**src/rtl/core/lsl_pkg.sv**
```systemverilog
// Shared constants and types of the lottery scheduler with its congruential draw.
package lsl_pkg;

    // Generator word and its recurrence seed = seed * LCG_MUL + LCG_INC.
    localparam int unsigned SEED_W = 32;
    localparam logic [SEED_W-1:0] LCG_MUL = 32'd2719;
    localparam logic [SEED_W-1:0] LCG_INC = 32'd5813;
    localparam logic [SEED_W-1:0] SEED_RESET = 32'd5813;

    // Bits of the multiplier constant walked by the serial multiply.
    localparam int unsigned MUL_W = $clog2(2719 + 1);

    // Bit counter of the serial remainder, one quotient bit per cycle.
    localparam int unsigned DIV_CNT_W = $clog2(SEED_W);

    // Fixed port widths.
    localparam int unsigned SLOT_W = 6;
    localparam int unsigned TICKET_PORT_W = 16;
    localparam int unsigned DRAW_W = 22;
    localparam int unsigned PADDR_W = 3;
    localparam int unsigned PDATA_W = 32;

    // Default sizing of the scheduler.
    localparam int unsigned DEF_SLOTS = 64;
    localparam int unsigned DEF_TICKET_BITS = 16;

    // Status returned by the draw unit.
    typedef struct packed {
        logic done;
        logic zero_total;
    } t_draw_stat;

endpackage

```
**src/rtl/core/lsl_draw.sv**
```systemverilog
// Draw unit: bit-serial generator step followed by a bit-serial remainder.
module lsl_draw #(
    parameter int unsigned TOTAL_W = 22
) (
    input  logic                       i_clk,
    input  logic                       i_rst_n,
    input  logic                       i_go,
    input  logic [lsl_pkg::SEED_W-1:0] i_seed,
    input  logic [TOTAL_W-1:0]         i_total,
    output lsl_pkg::t_draw_stat        o_stat,
    output logic [lsl_pkg::SEED_W-1:0] o_seed,
    output logic [TOTAL_W-1:0]         o_draw
);

    localparam int unsigned SW = lsl_pkg::SEED_W;
    localparam int unsigned MW = lsl_pkg::MUL_W;
    localparam int unsigned CW = lsl_pkg::DIV_CNT_W;

    localparam logic [1:0] D_IDLE = 2'd0;
    localparam logic [1:0] D_MUL  = 2'd1;
    localparam logic [1:0] D_DIV  = 2'd2;

    logic [1:0]         r_state;
    logic [MW-1:0]      r_k;
    logic [SW-1:0]      r_m;
    logic [SW-1:0]      r_acc;
    logic [SW-1:0]      r_q;
    logic [TOTAL_W-1:0] r_rem;
    logic [CW-1:0]      r_cnt;
    logic [SW-1:0]      r_seed_o;
    logic               r_done;
    logic               r_zero;

    logic [SW-1:0]      n_acc;
    logic [SW-1:0]      n_seed;
    logic [TOTAL_W:0]   n_trial;
    logic [TOTAL_W-1:0] n_rem;

    // One multiplier bit per cycle, then the increment; one remainder bit per cycle.
    always_comb begin
        n_acc = r_acc + (r_k[0] ? r_m : '0);
        n_seed = n_acc + lsl_pkg::LCG_INC;
        n_trial = {r_rem, r_q[SW-1]};
        if (n_trial >= {1'b0, i_total}) begin
            n_rem = TOTAL_W'(n_trial - {1'b0, i_total});
        end else begin
            n_rem = n_trial[TOTAL_W-1:0];
        end
    end

    // Sequencer of the draw.
    always_ff @(posedge i_clk) begin
        if (!i_rst_n) begin
            r_state <= D_IDLE;
            r_done  <= 1'b0;
            r_zero  <= 1'b0;
        end else begin
            r_done <= 1'b0;
            unique case (r_state)
                D_IDLE: begin
                    if (i_go) begin
                        r_k     <= lsl_pkg::LCG_MUL[MW-1:0];
                        r_m     <= i_seed;
                        r_acc   <= '0;
                        r_state <= D_MUL;
                    end
                end
                D_MUL: begin
                    r_acc <= n_acc;
                    r_m   <= {r_m[SW-2:0], 1'b0};
                    r_k   <= {1'b0, r_k[MW-1:1]};
                    if (r_k[MW-1:1] == '0) begin
                        r_seed_o <= n_seed;
                        if (i_total == '0) begin
                            r_done  <= 1'b1;
                            r_zero  <= 1'b1;
                            r_state <= D_IDLE;
                        end else begin
                            r_q     <= n_seed;
                            r_rem   <= '0;
                            r_cnt   <= '0;
                            r_state <= D_DIV;
                        end
                    end
                end
                D_DIV: begin
                    r_rem <= n_rem;
                    r_q   <= {r_q[SW-2:0], 1'b0};
                    r_cnt <= r_cnt + 1'b1;
                    if (r_cnt == CW'(SW - 1)) begin
                        r_done  <= 1'b1;
                        r_zero  <= 1'b0;
                        r_state <= D_IDLE;
                    end
                end
                default: begin
                    r_state <= D_IDLE;
                end
            endcase
        end
    end

    assign o_stat.done = r_done;
    assign o_stat.zero_total = r_zero;
    assign o_seed = r_seed_o;
    assign o_draw = r_rem;

endmodule

```
**src/rtl/core/lottery_scheduler_lcg.sv**
```systemverilog
// Top level of the lottery scheduler: slot store, round bookkeeping and winner walk.
//
//  channel   direction  handshake                  payload
//  load      in         start high, busy low       i_slot_index i_tickets i_counted
//                                                  i_runnable i_last
//  result    out        o_done, one cycle          o_grant_valid o_grant_index o_idle
//                                                  o_zero_total o_draw
//  config    in/out     psel penable pwrite pready paddr pwdata prdata
//
// A load word that does not end the round reads the slot store, then writes it with the
// round total and runnable count corrected in the same cycle.
// A word with i_last set adds the draw: the serial generator step, then the serial
// remainder, then a sweep through the slot store that finds the winner and clears the
// round; the draw is skipped when no slot is runnable, the remainder when the total is zero.
// After reset the same sweep clears the round marks while busy stays high;
// configuration writes are taken throughout.
// Results are shown for one cycle on o_done and cannot be held off by the receiver.
module lottery_scheduler_lcg #(
    parameter int unsigned SLOTS = lsl_pkg::DEF_SLOTS,
    parameter int unsigned TICKET_BITS = lsl_pkg::DEF_TICKET_BITS
) (
    input  logic                                i_clk,
    input  logic                                i_rst_n,
    input  logic                                start,
    output logic                                busy,
    input  logic [lsl_pkg::SLOT_W-1:0]          i_slot_index,
    input  logic [lsl_pkg::TICKET_PORT_W-1:0]   i_tickets,
    input  logic                                i_counted,
    input  logic                                i_runnable,
    input  logic                                i_last,
    output logic                                o_done,
    output logic                                o_grant_valid,
    output logic [lsl_pkg::SLOT_W-1:0]          o_grant_index,
    output logic                                o_idle,
    output logic                                o_zero_total,
    output logic [lsl_pkg::DRAW_W-1:0]          o_draw,
    input  logic                                psel,
    input  logic                                penable,
    input  logic                                pwrite,
    input  logic [lsl_pkg::PADDR_W-1:0]         paddr,
    input  logic [lsl_pkg::PDATA_W-1:0]         pwdata,
    output logic [lsl_pkg::PDATA_W-1:0]         prdata,
    output logic                                pready
);

    localparam int unsigned IDX_W = $clog2(SLOTS);
    localparam int unsigned CNT_W = $clog2(SLOTS + 1);
    localparam int unsigned TOTAL_W = TICKET_BITS + IDX_W;
    localparam int unsigned SW = lsl_pkg::SEED_W;

    localparam logic [2:0] S_IDLE  = 3'd0;
    localparam logic [2:0] S_LOAD  = 3'd1;
    localparam logic [2:0] S_DRAW  = 3'd2;
    localparam logic [2:0] S_WAIT  = 3'd3;
    localparam logic [2:0] S_SWEEP = 3'd4;

    localparam logic REG_SEED_INIT = 1'b0;

    // Control state.
    logic [2:0]             r_state;
    logic [CNT_W-1:0]       r_sw_cnt;
    logic                   r_pv;
    logic                   r_emit;
    logic                   r_f_idle;
    logic                   r_f_zero;
    logic                   r_found;
    logic [TOTAL_W-1:0]     r_total;
    logic [CNT_W-1:0]       r_runs;
    logic [SW-1:0]          r_seed;
    logic [SW-1:0]          r_seed_init;
    logic                   r_go;
    logic                   r_done;

    // Payload registers.
    logic                   r_in_ok;
    logic [IDX_W-1:0]       r_addr;
    logic [TICKET_BITS-1:0] r_tk_new;
    logic                   r_run_new;
    logic                   r_last;
    logic [IDX_W-1:0]       r_pidx;
    logic [TOTAL_W-1:0]     r_sum;
    logic                   r_gv;
    logic [IDX_W-1:0]       r_gidx;
    logic                   r_o_gv;
    logic [lsl_pkg::SLOT_W-1:0] r_o_gidx;
    logic                   r_o_idle;
    logic                   r_o_zero;
    logic [lsl_pkg::DRAW_W-1:0] r_o_draw;

    // Slot store: tickets with the runnable bit, and the round marks.
    logic [TICKET_BITS:0]   tk_mem [SLOTS];
    logic                   ld_mem [SLOTS];
    logic [TICKET_BITS:0]   r_tk_rd;
    logic                   r_ld_rd;

    logic [15:0]            slot_wide;
    logic                   slot_ok;
    logic [IDX_W-1:0]       rd_addr;
    logic                   tk_we;
    logic                   ld_we;
    logic [IDX_W-1:0]       wr_addr;
    logic                   ld_wd;
    logic                   accept;
    logic                   cfg_wr;
    logic [31:0]            tk_in_wide;

    logic [TICKET_BITS-1:0] old_tk;
    logic                   old_run;
    logic [TOTAL_W-1:0]     n_total;
    logic [CNT_W-1:0]       n_runs;

    logic                   walk_en;
    logic [TOTAL_W-1:0]     walk_sum;
    logic                   n_found;
    logic                   n_gv;
    logic [IDX_W-1:0]       n_gidx;
    logic [TOTAL_W-1:0]     n_sum;
    logic [15:0]            gidx_wide;
    logic [63:0]            draw_wide;

    lsl_pkg::t_draw_stat    draw_stat;
    logic [SW-1:0]          draw_seed;
    logic [TOTAL_W-1:0]     draw_val;

    assign accept = start && !busy;
    assign busy = (r_state != S_IDLE);
    assign cfg_wr = psel && penable && pwrite;
    assign slot_wide = 16'(i_slot_index);
    assign slot_ok = (slot_wide < 16'(SLOTS));
    assign tk_in_wide = 32'(i_tickets);

    // Store port selection: loads use the slot, the sweep walks every entry.
    always_comb begin
        rd_addr = slot_wide[IDX_W-1:0];
        tk_we = 1'b0;
        ld_we = 1'b0;
        wr_addr = r_addr;
        ld_wd = 1'b1;
        if (r_state == S_SWEEP) begin
            rd_addr = r_sw_cnt[IDX_W-1:0];
            wr_addr = r_sw_cnt[IDX_W-1:0];
            ld_wd = 1'b0;
            ld_we = (r_sw_cnt < CNT_W'(SLOTS));
        end else if (r_state == S_LOAD) begin
            tk_we = r_in_ok;
            ld_we = r_in_ok;
        end
    end

    always_ff @(posedge i_clk) begin
        if (tk_we) begin
            tk_mem[wr_addr] <= {r_run_new, r_tk_new};
        end
        if (ld_we) begin
            ld_mem[wr_addr] <= ld_wd;
        end
        r_tk_rd <= tk_mem[rd_addr];
        r_ld_rd <= ld_mem[rd_addr];
    end

    // Round total and runnable count with the earlier entry of the slot taken out and the new one put in.
    always_comb begin
        old_tk = r_ld_rd ? r_tk_rd[TICKET_BITS-1:0] : '0;
        old_run = r_ld_rd && r_tk_rd[TICKET_BITS];
        n_total = r_total - TOTAL_W'(old_tk) + TOTAL_W'(r_tk_new);
        n_runs = r_runs - CNT_W'(old_run) + CNT_W'(r_run_new);
    end

    // Winner walk: running ticket sum over the marked entries in slot order.
    always_comb begin
        walk_en = !r_f_idle && !r_f_zero;
        walk_sum = r_sum + TOTAL_W'(r_tk_rd[TICKET_BITS-1:0]);
        n_found = r_found;
        n_gv = r_gv;
        n_gidx = r_gidx;
        n_sum = r_sum;
        if (r_pv && r_ld_rd && walk_en && !r_found) begin
            n_sum = walk_sum;
            if (walk_sum > draw_val) begin
                n_found = 1'b1;
                n_gv = r_tk_rd[TICKET_BITS];
                n_gidx = r_tk_rd[TICKET_BITS] ? r_pidx : '0;
            end
        end
        gidx_wide = 16'(n_gidx);
        draw_wide = walk_en ? 64'(draw_val) : '0;
    end

    // Draw unit: generator step and remainder.
    lsl_draw #(
        .TOTAL_W (TOTAL_W)
    ) u_draw (
        .i_clk   (i_clk),
        .i_rst_n (i_rst_n),
        .i_go    (r_go),
        .i_seed  (r_seed),
        .i_total (r_total),
        .o_stat  (draw_stat),
        .o_seed  (draw_seed),
        .o_draw  (draw_val)
    );

    // Main sequencer.
    always_ff @(posedge i_clk) begin
        if (!i_rst_n) begin
            r_state     <= S_SWEEP;
            r_sw_cnt    <= '0;
            r_pv        <= 1'b0;
            r_emit      <= 1'b0;
            r_f_idle    <= 1'b0;
            r_f_zero    <= 1'b0;
            r_found     <= 1'b0;
            r_total     <= '0;
            r_runs      <= '0;
            r_seed      <= lsl_pkg::SEED_RESET;
            r_seed_init <= lsl_pkg::SEED_RESET;
            r_go        <= 1'b0;
            r_done      <= 1'b0;
        end else begin
            r_go   <= 1'b0;
            r_done <= 1'b0;

            // Seed register write from the configuration port.
            if (cfg_wr && (paddr[2] == REG_SEED_INIT)) begin
                r_seed_init <= pwdata;
                r_seed      <= pwdata;
            end

            unique case (r_state)
                S_IDLE: begin
                    if (accept) begin
                        r_in_ok   <= slot_ok;
                        r_addr    <= slot_wide[IDX_W-1:0];
                        r_tk_new  <= i_counted ? tk_in_wide[TICKET_BITS-1:0] : '0;
                        r_run_new <= i_counted && i_runnable;
                        r_last    <= i_last;
                        r_state   <= S_LOAD;
                    end
                end
                S_LOAD: begin
                    if (r_in_ok) begin
                        r_total <= n_total;
                        r_runs  <= n_runs;
                    end
                    r_state <= r_last ? S_DRAW : S_IDLE;
                end
                S_DRAW: begin
                    if (r_runs == '0) begin
                        r_f_idle <= 1'b1;
                        r_f_zero <= 1'b0;
                        r_emit   <= 1'b1;
                        r_sw_cnt <= '0;
                        r_pv     <= 1'b0;
                        r_found  <= 1'b0;
                        r_sum    <= '0;
                        r_gv     <= 1'b0;
                        r_gidx   <= '0;
                        r_state  <= S_SWEEP;
                    end else begin
                        r_go    <= 1'b1;
                        r_state <= S_WAIT;
                    end
                end
                S_WAIT: begin
                    if (draw_stat.done) begin
                        r_seed   <= draw_seed;
                        r_f_idle <= 1'b0;
                        r_f_zero <= draw_stat.zero_total;
                        r_emit   <= 1'b1;
                        r_sw_cnt <= '0;
                        r_pv     <= 1'b0;
                        r_found  <= 1'b0;
                        r_sum    <= '0;
                        r_gv     <= 1'b0;
                        r_gidx   <= '0;
                        r_state  <= S_SWEEP;
                    end
                end
                S_SWEEP: begin
                    r_found <= n_found;
                    r_sum   <= n_sum;
                    r_gv    <= n_gv;
                    r_gidx  <= n_gidx;
                    r_pidx  <= r_sw_cnt[IDX_W-1:0];
                    if (r_sw_cnt < CNT_W'(SLOTS)) begin
                        r_pv     <= 1'b1;
                        r_sw_cnt <= r_sw_cnt + 1'b1;
                    end else begin
                        r_pv     <= 1'b0;
                        r_total  <= '0;
                        r_runs   <= '0;
                        r_done   <= r_emit;
                        r_emit   <= 1'b0;
                        r_o_gv   <= n_gv;
                        r_o_gidx <= gidx_wide[lsl_pkg::SLOT_W-1:0];
                        r_o_idle <= r_f_idle;
                        r_o_zero <= r_f_zero;
                        r_o_draw <= draw_wide[lsl_pkg::DRAW_W-1:0];
                        r_state  <= S_IDLE;
                    end
                end
                default: begin
                    r_state <= S_IDLE;
                end
            endcase
        end
    end

    // Result word and configuration read-back.
    assign o_done = r_done;
    assign o_grant_valid = r_o_gv;
    assign o_grant_index = r_o_gidx;
    assign o_idle = r_o_idle;
    assign o_zero_total = r_o_zero;
    assign o_draw = r_o_draw;
    assign prdata = (paddr[2] == REG_SEED_INIT) ? r_seed_init : '0;
    assign pready = 1'b1;

endmodule
```
**config.mk**
```make
export PLATFORM = sky130hd
export DESIGN_NAME = lottery_scheduler_lcg
export DESIGN_NICKNAME = d
export VERILOG_FILES = /design/src/rtl/core/lsl_pkg.sv /design/src/rtl/core/lsl_draw.sv /design/src/rtl/core/lottery_scheduler_lcg.sv
export SDC_FILE = /design/constraint.sdc
export NUM_CORES = 2
export LEC_CHECK = 0
export ABC_AREA = 1
export BUFFER_PORTS_ARGS = -buffer_cell sky130_fd_sc_hd__buf_2
export CAP_MARGIN = 15
export CELL_PAD_IN_SITES_DETAIL_PLACEMENT = 2
export CELL_PAD_IN_SITES_GLOBAL_PLACEMENT = 2
export CORE_MARGIN = 3
export CORE_UTILIZATION = 40
export DETAILED_ROUTE_END_ITERATION = 7
export PLACE_DENSITY_LB_ADDON = 0.1
export SYNTH_ARGS = -nofsm -noshare
export SYNTH_HDL_FRONTEND = slang
export SYNTH_SLANG_ARGS = --single-unit
```
**constraint.sdc**
```tcl
create_clock -name i_clk -period 11.7 [get_ports i_clk]
set_input_delay 2.34 -clock i_clk [delete_from_list [all_inputs] [get_ports i_clk]]
set_output_delay 2.34 -clock i_clk [all_outputs]
set_load 0.01 [all_outputs]
```
==> flow_summary.json <==
{
  "drv_slew": 0,
  "criticalPathCategory": "reg -> reg",
  "relSlewSlack": 0.191,
  "rsz0062_at_grt": "false",
  "end_kind": "flop",
  "worstMarginPinSlew_ns": 1.21,
  "fin_crit_ns": 5.58,
  "die_w_um": 421,
  "cp_max_fo": 136,
  "path_delay_family": "buffers and inverters",
  "fin_setup_tns_ns": 0,
  "worstPathRequired_ns": 12.43,
  "grt_first_pass_wirelength_um": 357000,
  "core_area_sq_um": 170000,
  "io_buffers": 128,
  "path_cells": "nor2_2 > nand2_4 > buf_4 > nand2_1 > nand2_8 > buf_12 > buf_4 > o21ai_0 > o221ai_1 > o211ai_1 > nand3_1 > nand3_1 > nand2_1",
  "finalHoldViolCount": 0,
  "min_path_cells": 2,
  "firstDrtPassIters": 6,
  "yosysSeqAreaShare": 0.653,
  "dp_slack_ns": 5.47,
  "finalSetupViolCount": 0,
  "clock_latency_ns": 0.80,
  "cp.buffers_inverters": 3,
  "drive_above_1_share": 0.101,
  "routabilityCongestion": 0.813,
  "fin_crit_sh": 0.477,
  "ys_seq_elements": 1541,
  "start_util": 0.405,
  "dp_hpwl_um": 147000,
  "synth_edf_count": 1409,
  "ff2ff_setup_slack_ns": 6.12,
  "die_area_sq_um": 177000,
  "min-delay-path-class": "reg -> reg",
  "cts.reportedPaths.clkPinSlew_ns": 0.06,
  "p_per_area_nw_per_um2": 181,
  "vdd_drop_max_uv": 151,
  "timing.rr.start": "r_state[0]",
  "n_fill_cell": 17400,
  "outcome": "complete, no violations",
  "finalNetCount": 6611,
  "num_rows": 151,
  "maxCapViolations": 0,
  "die_y_um": 421,
  "synth_nets": 6530,
  "wl_per_cell_um": 27.2,
  "grt_antenna_before_repair": 12,
  "drtIter0Drc": 4083,
  "synth_area_sq_um": 68900,
  "crit_path_max_incr_delay_ns": 0.83,
  "routed-via-count": 50300,
  "drc": 0,
  "cts_setup_buffers": 0,
  "ys_async_sr_fraction": 0,
  "worstHoldStart": "u_draw.o_seed[0]",
  "yosys_warnings": 0,
  "synth.top_cells.by_area": "edfxtp_1 (61%), nor2_1 (4.8%), nand2_1 (4.7%), o21ai_0 (4.6%), dfxtp_1 (3.8%)",
  "ant_nets": 0,
  "grt_overflow": 0,
  "regToRegEndpoint": "r_tk_rd[9]",
  "numClockSinks": 1541,
  "postCtsHoldBufs": 0,
  "grt_usage": 0.266,
  "netlist.area_leader.share": 0.614,
  "syn_avg_cell_area_sq_um": 10.9,
  "holdPathEnd": "r_seed[0]",
  "power_leakage_nw": 27.6,
  "htree_levels": 4,
  "skew_ns": 0.0280,
  "routed_wl_um": 240000,
  "synthFlopType": "edfxtp_1",
  "cts_buffer_depth": 3,
  "netlist_instances": 6312,
  "grt_max_degree": 185,
  "pin_count": 132,
  "crit_arrival_ns": 6.31,
  "viasPerCell": 5.71,
  "max_clock_freq_mhz": 179,
  "rr_worst_depth": 13,
  "fin_ws_ns": 6.12,
  "antennaDiodeCount": 0,
  "start_kind": "flop",
  "grt_pass1_vias": 54700,
  "cts_tree": "built",
  "numCtsBuffers": 171,
  "crit_slowest_cell": "buf_4",
  "synthToLayoutAreaGrowth_pct": 12.6,
  "synth.largest_area_cell": "edfxtp_1",
  "cts_resized": 0,
  "synthDistinctLibCells": 63,
  "root_buffer": "clkbuf_16"
}
## synth_stat cells (7+ instances only)
master / count
o211ai_1: 177
a31oi_1: 33
nand3_1: 207
buf_4: 9
clkbuf_1: 209
edfxtp_1: 1409
nor4_1: 10
nor3_1: 115
buf_2: 110
nor2_2: 13
buf_1: 10
o21ai_1: 84
buf_6: 10
fa_1: 20
and2_1: 11
nand2_1: 869
nor2_1: 889
o21bai_1: 13
clkinv_1: 7
inv_2: 16
a21oi_1: 204
nand3_2: 7
xnor2_1: 19
o221ai_1: 126
inv_1: 528
ha_1: 132
nand2_2: 33
dfxtp_1: 132
xor2_1: 34
nand4_1: 26
or2_2: 7
o22ai_1: 144
o21ai_0: 629
## worst min-delay path: stages (launching register included)
cell	delay, ns
edfxtp_1	0.32
a21oi_1	0.06
nand2_1	0.05
## cell families after synthesis
kind of cell | count (synthesis) | synth area share
XOR/XNOR | 58 | 0.00792
AND/OR/NAND/NOR | 2210 | 0.132
adder cells (fa/ha/maj) | 152 | 0.0298
other | 1 | 0.0000544
buffers and inverters | 900 | 0.0527
AO/OA/AOI/OAI | 1450 | 0.124
flip-flops | 1541 | 0.653
## state kept, by name (all words and copies together), names as in the netlist, 7 cells and up
signal         count
u_draw.o_draw     22
ld_mem            64
r_tk_rd           17
u_draw.r_m        32
o_draw            22
tk_mem          1088
r_tk_new          16
u_draw.r_acc      32
u_draw.r_k        12
r_sum             22
r_seed            32
r_sw_cnt           7
u_draw.r_q        32
r_runs             7
r_total           22
r_seed_init       32
u_draw.o_seed     32
## placed cells by master, fill, tap and decap left out, drive strengths merged, types with 60 or more instances in the layout
master     n
a21oi    207
buf      256
clkbuf   232
clkinv    60
dfxtp    132
edfxtp  1409
ha       132
inv      552
nand2    905
nand3    215
nor2     905
nor3     119
o211ai   177
o21ai    717
o221ai   126
o22ai    144
## area by class of cell
| type | count | area, sq um | share of cell area |
|---|---|---|---|
| Inverter | 552 | 2100 | 0.0271 |
| Multi-Input combinational cell | 3871 | 20700 | 0.267 |
| Tap cell | 2295 | 2870 | 0.0370 |
| Clock buffer | 232 | 4690 | 0.0605 |
| Clock inverter | 68 | 547 | 0.00705 |
| Timing Repair Buffer | 256 | 1690 | 0.0218 |
| Sequential cell | 1541 | 45000 | 0.580 |
## worst max-delay path by stage
stage / endpoint / cells after the start / start
after floorplan: u_draw.r_acc[0] / 4 / i_rst_n
after global placement: r_tk_rd[2] / 12 / i_slot_index[0]
after detailed placement: r_tk_rd[1] / 12 / i_slot_index[0]
after CTS: prdata[19] / 3 / paddr[2]
after global routing: r_tk_rd[4] / 13 / r_state[1]
final: r_tk_rd[9] / 13 / r_state[0]
## metrics by stage
stage	cell area (sq um)	utilization	hold slack [ns]	instances	total power, mW
after floorplan	68900	-	0.430	6312	8.05
after global placement	72300	0.424	0.440	8513	8.80
after detailed placement	72300	0.424	0.447	8513	8.91
after CTS	77500	0.455	0.459	8813	14.1
after global routing	77500	0.456	0.489	8815	14.6
final	77500	0.456	0.448	8815	14.0
## layer usage
layer	track usage	wire [um]	vias up
met5	0	12	-
met3	0.0317	10800	372
li1	-	-	22500
met2	0.449	117000	1251
met1	0.359	106000	26200
met4	0.0795	6830	2
## report_power, final
group / internal (mW) / switching, mW / total (mW)
Sequential: 6.19 / 0.0830 / 6.28
Clock: 2.97 / 2.24 / 5.21
Combinational: 0.703 / 1.81 / 2.52
Total: 9.86 / 4.14 / 14.0
Note: power is estimated with default switching activity, not from simulation.
